`config.mk`:
```
export PLATFORM = sky130hd
export DESIGN_NAME = bgsa_ctrl
export DESIGN_NICKNAME = d
export VERILOG_FILES = /design/src/sv/bgsa_pkg.sv /design/src/sv/bgsa_ctrl.sv
export SDC_FILE = /design/constraint.sdc
export NUM_CORES = 1
export LEC_CHECK = 0
export ABC_AREA = 1
export BUFFER_PORTS_ARGS = -buffer_cell sky130_fd_sc_hd__buf_2
export CORE_AREA = 2 2 39 41
export CTS_CLUSTER_SIZE = 16
export DETAILED_ROUTE_END_ITERATION = 12
export DIE_AREA = 0 0 41 43
export HOLD_SLACK_MARGIN = 0.15
export PLACE_DENSITY = 0.67
export SYNTH_ARGS = -nofsm -noshare
export SYNTH_HDL_FRONTEND = slang
export SYNTH_SLANG_ARGS = --single-unit
```
`constraint.sdc`:
```
create_clock -name clk -period 1.4 [get_ports clk]
set_input_delay 0 -clock clk [delete_from_list [all_inputs] [get_ports clk]]
set_output_delay 0 -clock clk [all_outputs]
set_load 0.1 [all_outputs]
```
`src/sv/bgsa_pkg.sv`:
```
package bgsa_pkg;

  // Level and register widths.
  localparam int LVL_W  = 32;
  localparam int SENS_W = 32;
  localparam int FALL_W = 16;
  localparam int W_W    = 16;
  localparam int G_W    = 24;
  localparam int BC_W   = 9;
  localparam int CFG_W  = 32;
  localparam int IDX_W  = 3;

  // Fixed-point constants, Q16.16 or Q0.16.
  localparam logic [16:0]       ONE_Q16      = 17'd65536;
  localparam logic [FALL_W-1:0] FALL_STEP    = 16'd1835;
  localparam logic [LVL_W-1:0]  LEVEL_FLOOR  = 32'd66;
  localparam logic [16:0]       SENS_DOWN    = 17'd64225;
  localparam logic [16:0]       SENS_UP      = 17'd65602;
  localparam logic [W_W-1:0]    WEIGHT_TENTH = 16'd6553;

  // Register reset values.
  localparam logic [BC_W-1:0]   RST_BAR_COUNT = 9'd64;
  localparam logic [W_W-1:0]    RST_WEIGHT    = 16'd50463;
  localparam logic [G_W-1:0]    RST_GRAVITY   = 24'd131072;
  localparam logic [LVL_W-1:0]  RST_GAIN      = 32'd65536;
  localparam logic [SENS_W-1:0] RST_SENS      = 32'd6553600;

  // Configuration register indexes.
  typedef enum logic [IDX_W-1:0] {
    REG_BAR_COUNT   = 3'd0,
    REG_AUTO_GAIN   = 3'd1,
    REG_WEIGHT      = 3'd2,
    REG_GRAVITY     = 3'd3,
    REG_OUT_GAIN    = 3'd4,
    REG_START_SENS  = 3'd5,
    REG_START_PHASE = 3'd6
  } reg_idx_t;

  // Controller states.
  typedef enum logic [3:0] {
    S_IDLE, S_SENS, S_DECIDE, S_GRAV1, S_GRAV2, S_GRAV3,
    S_SM1, S_SM2, S_SM3, S_GAIN, S_OUT, S_ADJ, S_ADJ_APPLY
  } state_t;

  // Operand selection for the shared multiplier.
  typedef enum logic [2:0] {
    M_SENS, M_FF, M_FG, M_PEAK, M_MEMW, M_XW, M_GAIN, M_ADJ
  } mul_sel_t;

  typedef struct packed {
    logic       load_in;
    logic       decide;
    logic       grav2;
    logic       grav3;
    logic       sm2;
    logic       sm3;
    logic       out_load;
    logic       adj_apply;
    mul_sel_t   mul_sel;
  } dp_cmd_t;

  typedef struct packed {
    logic fall;
    logic t_big;
    logic gain_one;
    logic out_free;
    logic adapt;
  } dp_stat_t;

  typedef struct packed {
    logic [BC_W-1:0]  bar_count;
    logic             auto_on;
    logic [W_W-1:0]   weight;
    logic [G_W-1:0]   gravity;
    logic [LVL_W-1:0] gain;
  } cfg_t;

  typedef struct packed {
    logic              sens_ld;
    logic              flag_ld;
    logic [CFG_W-1:0]  data;
  } cfg_wr_t;

  // Take a Q16.16 product back to 32 bits, saturating.
  function automatic logic [31:0] sat_q16(input logic [63:0] p);
    logic [31:0] r;
    r = (p[63:48] != 16'd0) ? 32'hFFFF_FFFF : p[47:16];
    return r;
  endfunction

endpackage

```
`src/sv/bgsa_ctrl.sv`:
```
module bgsa_ctrl (
  input  logic              clk,
  input  logic              rst_n,
  input  logic              in_valid,
  output logic              in_ready,
  input  bgsa_pkg::dp_stat_t stat,
  output bgsa_pkg::dp_cmd_t  cmd
);
  import bgsa_pkg::*;

  state_t state_r, state_nxt;

  // State register.
  always_ff @(posedge clk) begin
    if (!rst_n) begin
      state_r <= S_IDLE;
    end else begin
      state_r <= state_nxt;
    end
  end

  // Next state and datapath commands.
  always_comb begin
    state_nxt   = state_r;
    cmd         = '0;
    cmd.mul_sel = M_SENS;
    in_ready    = 1'b0;
    unique case (state_r)
      S_IDLE: begin
        in_ready = 1'b1;
        if (in_valid) begin
          cmd.load_in = 1'b1;
          state_nxt   = S_SENS;
        end
      end
      S_SENS: begin
        cmd.mul_sel = M_SENS;
        state_nxt   = S_DECIDE;
      end
      S_DECIDE: begin
        cmd.decide  = 1'b1;
        cmd.mul_sel = M_FF;
        state_nxt   = stat.fall ? S_GRAV1 : S_SM1;
      end
      S_GRAV1: begin
        cmd.mul_sel = M_FG;
        state_nxt   = S_GRAV2;
      end
      S_GRAV2: begin
        cmd.grav2   = 1'b1;
        cmd.mul_sel = M_PEAK;
        state_nxt   = stat.t_big ? S_SM1 : S_GRAV3;
      end
      S_GRAV3: begin
        cmd.grav3 = 1'b1;
        state_nxt = S_SM1;
      end
      S_SM1: begin
        cmd.mul_sel = M_MEMW;
        state_nxt   = S_SM2;
      end
      S_SM2: begin
        cmd.sm2     = 1'b1;
        cmd.mul_sel = M_XW;
        state_nxt   = S_SM3;
      end
      S_SM3: begin
        cmd.sm3   = 1'b1;
        state_nxt = stat.gain_one ? S_OUT : S_GAIN;
      end
      S_GAIN: begin
        cmd.mul_sel = M_GAIN;
        state_nxt   = S_OUT;
      end
      S_OUT: begin
        cmd.mul_sel = M_GAIN;
        if (stat.out_free) begin
          cmd.out_load = 1'b1;
          state_nxt    = stat.adapt ? S_ADJ : S_IDLE;
        end
      end
      S_ADJ: begin
        cmd.mul_sel = M_ADJ;
        state_nxt   = S_ADJ_APPLY;
      end
      S_ADJ_APPLY: begin
        cmd.adj_apply = 1'b1;
        cmd.mul_sel   = M_ADJ;
        state_nxt     = S_IDLE;
      end
      default: begin
        state_nxt = S_IDLE;
      end
    endcase
  end

endmodule

```
## Word level (Yosys, flattened, before mapping)

Index checks and enable logic that the tools add are counted.

| operators by class | value |
|---|---|
| eq/ne operators | 14 |
| multiplexer cells | 19 |
| reduce and logical (&&, ||, !) cells | 4 |

Operator list:

| cell | count |
|---|---|
| $pmux 4 s12 | 1 |
| $pmux 3 s7 | 1 |
| $eq 4x4->1 const B | 5 |
| $eq 4x3->1 const B | 4 |
| $mux 4 | 3 |
| $mux 1 | 11 |
| $eq 4x2->1 const B | 2 |
| $eq 4x1->1 const B | 1 |
| $logic_not 4->1 | 1 |
| $mux 2 | 2 |
| $ne 2x2->1 const B | 2 |
| $reduce_or 2->1 | 2 |
| $mux 3 | 1 |
| $reduce_and 2->1 | 1 |

| word-level totals | value |
|---|---|
| register bits | 4 |
| input port bits | 8 |
| output and inout port bits | 12 |
| word-level logic and storage cells | 38 |

## Depth between registers and ports, before layout

Gate-level depths: netlist of run 1.

| logic depth | value |
|---|---|
| depth in word-level cells | 3 |
| mapped depth | 9 |
| depth with buffers taken out | 9 |

## Worst setup path after synthesis of run 1

OpenSTA, ideal clock, no wires.

| timing | value |
|---|---|
| path kind | flip-flop to output port |
| from | reg state_r[0] |
| to | out cmd[2] (netlist name) |
| arrival time | 3.000 ns |
| data required time | 1.400 ns |
| slack | -1.600 ns |
| stages on the path, launching flop included | 6 |
| buffers on the path | 0 |
| cells stage by stage | dfxtp_1 > nor2_4 > inv_4 > nor3_2 > a21oi_1 > o21ai_0 |

RTL lines:

| item | line | text |
|---|---|---|
| start, declared | bgsa_ctrl.sv:11 | `state_t state_r, state_nxt;` |
| start signal, assigned | bgsa_ctrl.sv:18 | `state_r <= state_nxt;` |
| end, declared | bgsa_ctrl.sv:7 | `output bgsa_pkg::dp_cmd_t cmd` |

==> results.sh, run 1 <==
export IMPL_gp_congestion=0.8846
export IMPL_drc_errors=0
export IMPL_clk_pin_slew_ns=0.04
export IMPL_io_pins=20
export IMPL_rows=14
export IMPL_synth_avg_cell_area_um2=5.482
export IMPL_cts_tree="done"
export IMPL_initial_core_util_pct=30.11
export IMPL_cp_max_fo=5
export IMPL_htreeDepth=1
export IMPL_synth_seq_cells=4
export IMPL_skew_ns=0.001538
export IMPL_top_regs="state_r (4)"
export IMPL_drtIter0Drc=17
export IMPL_finalSetupViolations=0
export IMPL_clk_path_buf_depth=2
export IMPL_drtPass1Iterations=5
export IMPL_chipHeight_um=43
export IMPL_largest_reg_flops=4
export IMPL_hp_class="primary input to flop"
export IMPL_final_max_slew_viol_count=0
export IMPL_diodes=0
export IMPL_slowest_delay_ns=0.35
export IMPL_fillCellCount=126
export IMPL_end_kind="output port"
export IMPL_yosys_warnings=0
export IMPL_path_class="flop to output port"
export IMPL_drt_total_wl_mm=1.264
export IMPL_antenna_found_initial=0
export IMPL_overflow=0
export IMPL_post_route_period_util_pct=99.36
export IMPL_wl_per_cell_um=10.45
export IMPL_reg2reg_slack_ns=0.14
export IMPL_fmax_ghz=0.7189
export IMPL_syn_nets=84
export IMPL_syn_inst=76
export IMPL_cts_root_buf="clkbuf_4"
export IMPL_grt_usage_pct=17.17
export IMPL_final_cell_mix="nand2_1, inv_1, buf_12"
export IMPL_via_per_inst=4.653
export IMPL_worstSetupStartpointType="flop"
export IMPL_tightestPinTransition_ns=0.2670
export IMPL_place_area_um2=778.2
export IMPL_cpMaxStageDelayCell="dfxtp_4"
export IMPL_grt_max_degree=6
export IMPL_vias=563
export IMPL_setup_tns_ns=0
export IMPL_syn_area_um2=416.7
export IMPL_largest_register="state_r"
export IMPL_rsz0062_at_grt="yes"
export IMPL_grt_pass1_wl_mm=2.028
export IMPL_cp_arrival_ns=1.39
export IMPL_post_route_cell_area_um2=849.6
export IMPL_outcome="complete, no violations"
export IMPL_port_buffers=19
export IMPL_die_x_um=41
export IMPL_clk_latency_ns=0.23
export IMPL_dieArea_mm2=0.001763
export IMPL_synth_cell_types=18
export IMPL_drv_cap=0
export IMPL_synth_seq_area_share_pct=19.22
export IMPL_coreArea_mm2=0.001384
export IMPL_cp_cell_sequence="nor2_4 > inv_4 > nor3_4 > a21oi_2 > o211ai_1 > buf_12"
export IMPL_hold_viol_final=0
export IMPL_cts_sinks=4
export IMPL_fin_crit_ns=1.391
export IMPL_slew_headroom_pct=82.12
export IMPL_area_growth_pct=103.9
export IMPL_antenna_left=0
export IMPL_hpwlAfterDp_mm=1.025
export IMPL_critPathRequiredTime_ns=1.40
export IMPL_final_common_cell="nand2_1"
export IMPL_first_global_vias=507
export IMPL_nets=115
export IMPL_drive_gt1_share_pct=50.48
export IMPL_cts_buffers=3
[path summary, 6_finish.rpt]
path | startpoint | end | cells after the start
min reg2reg | state_r[2] | state_r[1] | 3
max | state_r[0] | cmd[1] | 6
min | stat[4] | state_r[2] | 4
max reg2reg | state_r[2] | state_r[0] | 7
[critical path, delay by kind of cell, from the launching register on]
family	cells	cell delay, ns
compound gates	2	0.22
flops	1	0.35
buf+inv	2	0.29
simple gates	2	0.30
[logic make-up after synthesis]
logic type / share of synthesized area (%)
buf+inv: 18.62
simple gates: 51.65
flops: 19.22
compound gates: 10.51
[area by class of cell]
class / count / area, um^2 / share of cell area [%]
timing repair buffer: 26 / 332.8 / 39.18
inverter: 20 / 77.57 / 9.131
clock buffer: 3 / 22.52 / 2.651
sequential: 4 / 87.58 / 10.31
tap: 16 / 20.02 / 2.356
multi-input combinational: 52 / 309.0 / 36.38
[stage by stage]
stage | utilization, % | setup slack (ns) | hold slack (ns) | instances
6_report | 61.39 | 0.008951 | 0.1611 | 121
5_1_grt | 61.39 | -0.05601 | 0.1922 | 121
4_1_cts | 60.85 | -0.01283 | 0.1650 | 120
3_5_place_dp | 56.24 | 0.1421 | 0.2530 | 113
3_3_place_gp | 56.24 | 0.1867 | 0.2527 | 113
2_1_floorplan | - | -0.9749 | 0.1230 | 76
[repair_timing]
action                     4_1_cts  5_1_grt
pin swaps                        3        1
resized for setup                3        0
gates cloned                     0        0
buffers inserted                 2        1
setup endpoints to repair        4        3
hold endpoints to repair         4        0
hold buffers                     2        0
[cells in the mapped netlist]
master / count / area share, %
a21oi_1: 3 / 3.6
a31oi_1: 1 / 1.5
dfxtp_1: 4 / 19
inv_1: 16 / 14
inv_2: 3 / 2.7
inv_4: 1 / 1.5
nand2_1: 18 / 16
nand2_2: 2 / 3.0
nand3_1: 4 / 4.8
nand4_1: 1 / 1.5
nor2_1: 10 / 9.0
nor2_2: 2 / 3.0
nor2_4: 3 / 8.1
nor3_1: 3 / 3.6
nor3_2: 1 / 2.4
o211ai_1: 1 / 1.8
o21ai_0: 2 / 2.4
o21ai_1: 1 / 1.2
[routing by layer]
metal | track usage (%) | up-vias | share of wire, %
met5 | 0 | - | 0
met4 | 8.000 | 0 | 1.7
met3 | 3.665 | 4 | 4.5
met2 | 28.75 | 20 | 55
met1 | 19.29 | 249 | 39
li1 | - | 290 | -
Power of run 1 is not shown: default switching activity piles up to over one toggle a cycle in this logic, so the estimate is an artifact.
==> run 2, diff against run 1 <==
GPL_TIMING_DRIVEN = 0   (was unset)
SLEW_MARGIN = 25   (was unset)
==> run 2 against run 1 <==
Against the previous run:
- the run now ends with setup timing left
- critical endpoint unchanged
- non-clock buffer count fell by 2
- highest routed layer unchanged
- clock skew barely moved
- final cell count shrank 1.7%
- clock-buffer cell count is the same
- first-iteration DRC count decreased by 76%
- register-to-register slack better by 0.08 ns
==> results.sh, run 2 (same netlist as run 1, synthesis figures left out) <==
export IMPL_worstSetupStartpointType="flop"
export IMPL_nets=113
export IMPL_finalSetupViolations=1
export IMPL_wl_per_cell_um=9.866
export IMPL_cts_buffers=3
export IMPL_htreeDepth=1
export IMPL_drv_cap=0
export IMPL_path_class="flop to output port"
export IMPL_via_per_inst=4.529
export IMPL_multi_input_area_um2=314.1
export IMPL_io_pins=20
export IMPL_slew_headroom_pct=68.01
export IMPL_grt_usage_pct=14.79
export IMPL_cp_max_fo=5
export IMPL_outcome="finished, violations left"
export IMPL_hpwlAfterDp_um=884.2
export IMPL_die_x_um=41
export IMPL_drc_errors=0
export IMPL_fillCellCount=143
export IMPL_fin_crit_ns=1.416
export IMPL_seq_area_um2=85.08
export IMPL_vias=539
export IMPL_overflow=0
export IMPL_area_growth_pct=76.58
export IMPL_wl_met3_um=49
export IMPL_largest_register="state_r"
export IMPL_wl_met1_um=542
export IMPL_top_regs="state_r (4)"
export IMPL_cts_root_buf="clkbuf_4"
export IMPL_dr_wl_met2_um=569
export IMPL_antenna_found_initial=0
export IMPL_drtIter0Drc=4
export IMPL_tightestPinTransition_ns=0.4832
export IMPL_grt_pass1_wl_mm=1.807
export IMPL_critPathRequiredTime_ns=1.40
export IMPL_fmax_ghz=0.7065
export IMPL_largest_reg_flops=4
export IMPL_clk_path_buf_depth=2
export IMPL_final_common_cell="nand2_1"
export IMPL_grt_max_degree=6
export IMPL_final_max_slew_viol_count=0
export IMPL_antenna_left=0
export IMPL_hp_class="primary input to flop"
export IMPL_clk_pin_slew_ns=0.04
export IMPL_end_kind="output port"
export IMPL_cts_tree="done"
export IMPL_cp_arrival_ns=1.42
export IMPL_initial_core_util_pct=30.11
export IMPL_drt_total_wl_mm=1.174
export IMPL_cts_sinks=4
export IMPL_place_area_um2=583.1
export IMPL_chipHeight_um=43
export IMPL_drive_gt1_share_pct=47.57
export IMPL_topRoutingLayerUsed="met4"
export IMPL_drtPass1Iterations=4
export IMPL_dieArea_mm2=0.001763
export IMPL_gp_congestion=0.7766
export IMPL_skew_ns=0.001642
export IMPL_post_route_period_util_pct=101.1
export IMPL_violations="setup timing"
export IMPL_port_buffers=19
export IMPL_final_cell_mix="nand2_1, inv_1, buf_2"
export IMPL_first_global_vias=456
export IMPL_layout_setup_ws_ns=-0.01550
export IMPL_clk_latency_ns=0.23
export IMPL_coreArea_mm2=0.001384
export IMPL_rows=14
export IMPL_rsz0062_at_grt="yes"
export IMPL_timing_hold_ws_ns=0.1798
export IMPL_diodes=0
export IMPL_post_route_cell_area_um2=735.7
export IMPL_hold_viol_final=0
[run 2: cell types whose count changed in the layout (fill, tap and decap cells not counted), moves of 2 or more]
cell	delta
buf_12	-9
buf_6	+3
buf_2	+2
dlygate4sd3_1	+2
[run 2: final timing paths]
| kind | slack [ns] | endpoint | cells after the start | start |
|---|---|---|---|---|
| worst max-delay path | -0.02 | cmd[1] | 6 | state_r[1] |
| worst max register to register | 0.22 | state_r[0] | 7 | state_r[2] |
| worst min-delay path | 0.18 | state_r[3] | 5 | in_valid |
| worst min register to register | 0.68 | state_r[1] | 3 | state_r[0] |
[run 2: worst max-delay path: stages, from the launching register on]
cell      delay (ns)
dfxtp_2         0.34
nor2_4          0.15
inv_4           0.08
nor3_4          0.17
a21oi_2         0.07
o211ai_1        0.12
buf_6           0.25
[run 2: final cells by class]
cell class | instances | share of cell area (%)
inverter | 20 | 10.54
sequential | 4 | 11.56
multi-input combinational | 52 | 42.69
tap | 16 | 2.721
clock buffer | 3 | 3.061
timing repair buffer | 24 | 29.42
[run 2: metal layers]
| layer | vias to the layer above | track usage [%] |
|---|---|---|
| met5 | - | 0 |
| met4 | 0 | 3.333 |
| met3 | 2 | 5.236 |
| met2 | 18 | 23.13 |
| met1 | 227 | 18.77 |
| li1 | 292 | - |
[run 2: per-stage QoR]
stage	util, %	setup TNS, ns	cells	setup slack (ns)
CTS	49.28	-0.05602	118	-0.05602
floorplan	-	-3.561	76	-0.9749
finish	53.16	-0.01550	119	-0.01550
detailed placement	42.13	-0.03513	111	-0.03513
global route	53.16	-0.1230	119	-0.09275
global placement	42.13	0	111	0.001798
[run 2: repair_timing]
| action | CTS | global route |
|---|---|---|
| gates resized for setup | 13 | 12 |
| pin swaps | 1 | 0 |
| hold buffers | 4 | 0 |
| hold endpoints to repair | 4 | 0 |
| setup buffers | 0 | 1 |
| setup endpoints to repair | 11 | 9 |
Power of run 2 is left out for the same reason.
==> run 3, diff against run 2 <==
SKIP_LAST_GASP = 1   (was unset)
==> run 3 against run 2 <==
Against the previous run:
- the run still ends with setup timing left
- first-iteration DRC count is 50% higher
- via count fell by 0.19%
- utilization fell by 0.27 points
- final cell count unchanged
- clock-buffer cell count did not move
- clock skew is essentially flat
- wire length fell by 0.60%
- largest cell class unchanged
==> results.sh, run 3 (same netlist as run 1, synthesis figures left out) <==
export IMPL_outcome="finished, violations left"
export IMPL_violations="setup timing"
export IMPL_port_buffers=19
export IMPL_worstSetupStartpointType="flop"
export IMPL_end_kind="output port"
export IMPL_grt_usage_pct=14.79
export IMPL_antenna_left=0
export IMPL_hp_class="primary input to flop"
export IMPL_post_route_cell_area_um2=732.0
export IMPL_coreArea_mm2=0.001384
export IMPL_fmax_ghz=0.7064
export IMPL_final_common_cell="nand2_1"
export IMPL_cpMaxStageDelayCell="dfxtp_2"
export IMPL_antenna_found_initial=0
export IMPL_reg2reg_from="state_r[2]"
export IMPL_rsz0062_at_grt="yes"
export IMPL_via_per_inst=4.521
export IMPL_final_max_slew_viol_count=0
export IMPL_reg2reg_slack_ns=0.23
export IMPL_crit_buf_inv=2
export IMPL_cp_arrival_ns=1.42
export IMPL_skew_ns=0.001635
export IMPL_clk_pin_slew_ns=0.04
export IMPL_post_route_period_util_pct=101.1
export IMPL_drtPass1Iterations=4
export IMPL_chipHeight_um=43
export IMPL_drv_cap=0
export IMPL_dp_cells=111
export IMPL_tightestPinTransition_ns=0.4832
export IMPL_htreeDepth=1
export IMPL_overflow=0
export IMPL_path_delay_family="flip-flops"
export IMPL_hold_viol_final=0
export IMPL_cp_max_fo=5
export IMPL_gp_congestion=0.7766
export IMPL_slew_headroom_pct=68.01
export IMPL_finalSetupViolations=1
export IMPL_first_global_vias=456
export IMPL_critical_path_startpoint="state_r[1]"
export IMPL_dp_slack_ns=-0.03513
export IMPL_final_cell_mix="nand2_1, inv_1, buf_2"
export IMPL_finalCoreUtilization_pct=52.89
export IMPL_drtIter0Drc=6
export IMPL_top_regs="state_r (4)"
export IMPL_nets=113
export IMPL_vias=538
export IMPL_drive_gt1_share_pct=47.57
export IMPL_fin_cells=119
export IMPL_place_area_um2=583.1
export IMPL_cts_buffers=3
export IMPL_fin_crit_ns=1.416
export IMPL_initial_core_util_pct=30.11
export IMPL_rows=14
export IMPL_drt_total_wl_mm=1.167
export IMPL_cts_tree="done"
export IMPL_critPathRequiredTime_ns=1.40
export IMPL_clk_latency_ns=0.23
export IMPL_area_growth_pct=75.68
export IMPL_hpwlAfterDp_um=884.2
export IMPL_slowest_delay_ns=0.34
export IMPL_largest_register="state_r"
export IMPL_largest_reg_flops=4
export IMPL_cp_cell_sequence="nor2_4 > inv_4 > nor3_4 > a21oi_2 > o211ai_1 > buf_6"
export IMPL_cts_root_buf="clkbuf_4"
export IMPL_grt_pass1_wl_mm=1.807
export IMPL_drc_errors=0
export IMPL_path_class="flop to output port"
export IMPL_grt_max_degree=6
export IMPL_wl_per_cell_um=9.807
export IMPL_layout_setup_ws_ns=-0.01553
export IMPL_diodes=0
export IMPL_hp_start="in_valid"
export IMPL_die_x_um=41
export IMPL_clk_path_buf_depth=2
export IMPL_io_pins=20
export IMPL_cts_sinks=4
export IMPL_dieArea_mm2=0.001763
==> run 3: cell counts in the layout (fill, tap and decap cells not counted) <==
Identical to the previous run, type by type.
==> run 3: layout make-up <==
class	instances	area (um^2)
Clock buffer	3	22.52
Fill cell	142	651.9
Inverter	20	77.57
Multi-Input combinational cell	52	314.1
Sequential cell	4	85.08
Tap cell	16	20.02
Timing Repair Buffer	24	212.7
==> run 3: metal layers <==
layer | wire (um) | vias to the layer above | global-route usage [%] | part of all wire [%]
met5 | 0 | - | 0 | 0
met4 | 12 | 0 | 3.333 | 1.0
met3 | 49 | 2 | 5.236 | 4.2
met2 | 568 | 18 | 23.13 | 49
met1 | 536 | 227 | 18.77 | 46
li1 | - | 291 | - | -
==> run 3: per-stage QoR <==
stage / setup TNS [ns] / hold WS (ns)
6_report: -0.01553 / 0.1797
5_1_grt: -0.1243 / 0.1927
3_3_place_gp: 0 / 0.2544
2_1_floorplan: -3.561 / 0.1230
3_5_place_dp: -0.03513 / 0.2552
4_1_cts: -0.05602 / 0.1792
==> run 3: worst register-to-register path, delay by kind of cell (launching register included) <==
| family | cells | cell delay [ns] |
|---|---|---|
| compound gates | 1 | 0.13 |
| buf+inv | 1 | 0.11 |
| flops | 1 | 0.39 |
| simple gates | 5 | 0.42 |
==> run 3: repair_timing <==
action | 4_1_cts | 5_1_grt
hold endpoints to repair | 4 | 0
pin swaps | 1 | 0
setup buffers | 0 | 1
hold buffers | 4 | 0
endpoints found under the setup margin | 11 | 9
gates resized for setup | 13 | 11
==> run 3: final timing paths <==
path / endpoint / cells past startpoint
setup / recovery: cmd[1] / 6
setup reg to reg: state_r[0] / 7
hold reg to reg: state_r[1] / 3
hold / removal: state_r[3] / 5
Power of run 3 is left out for the same reason.
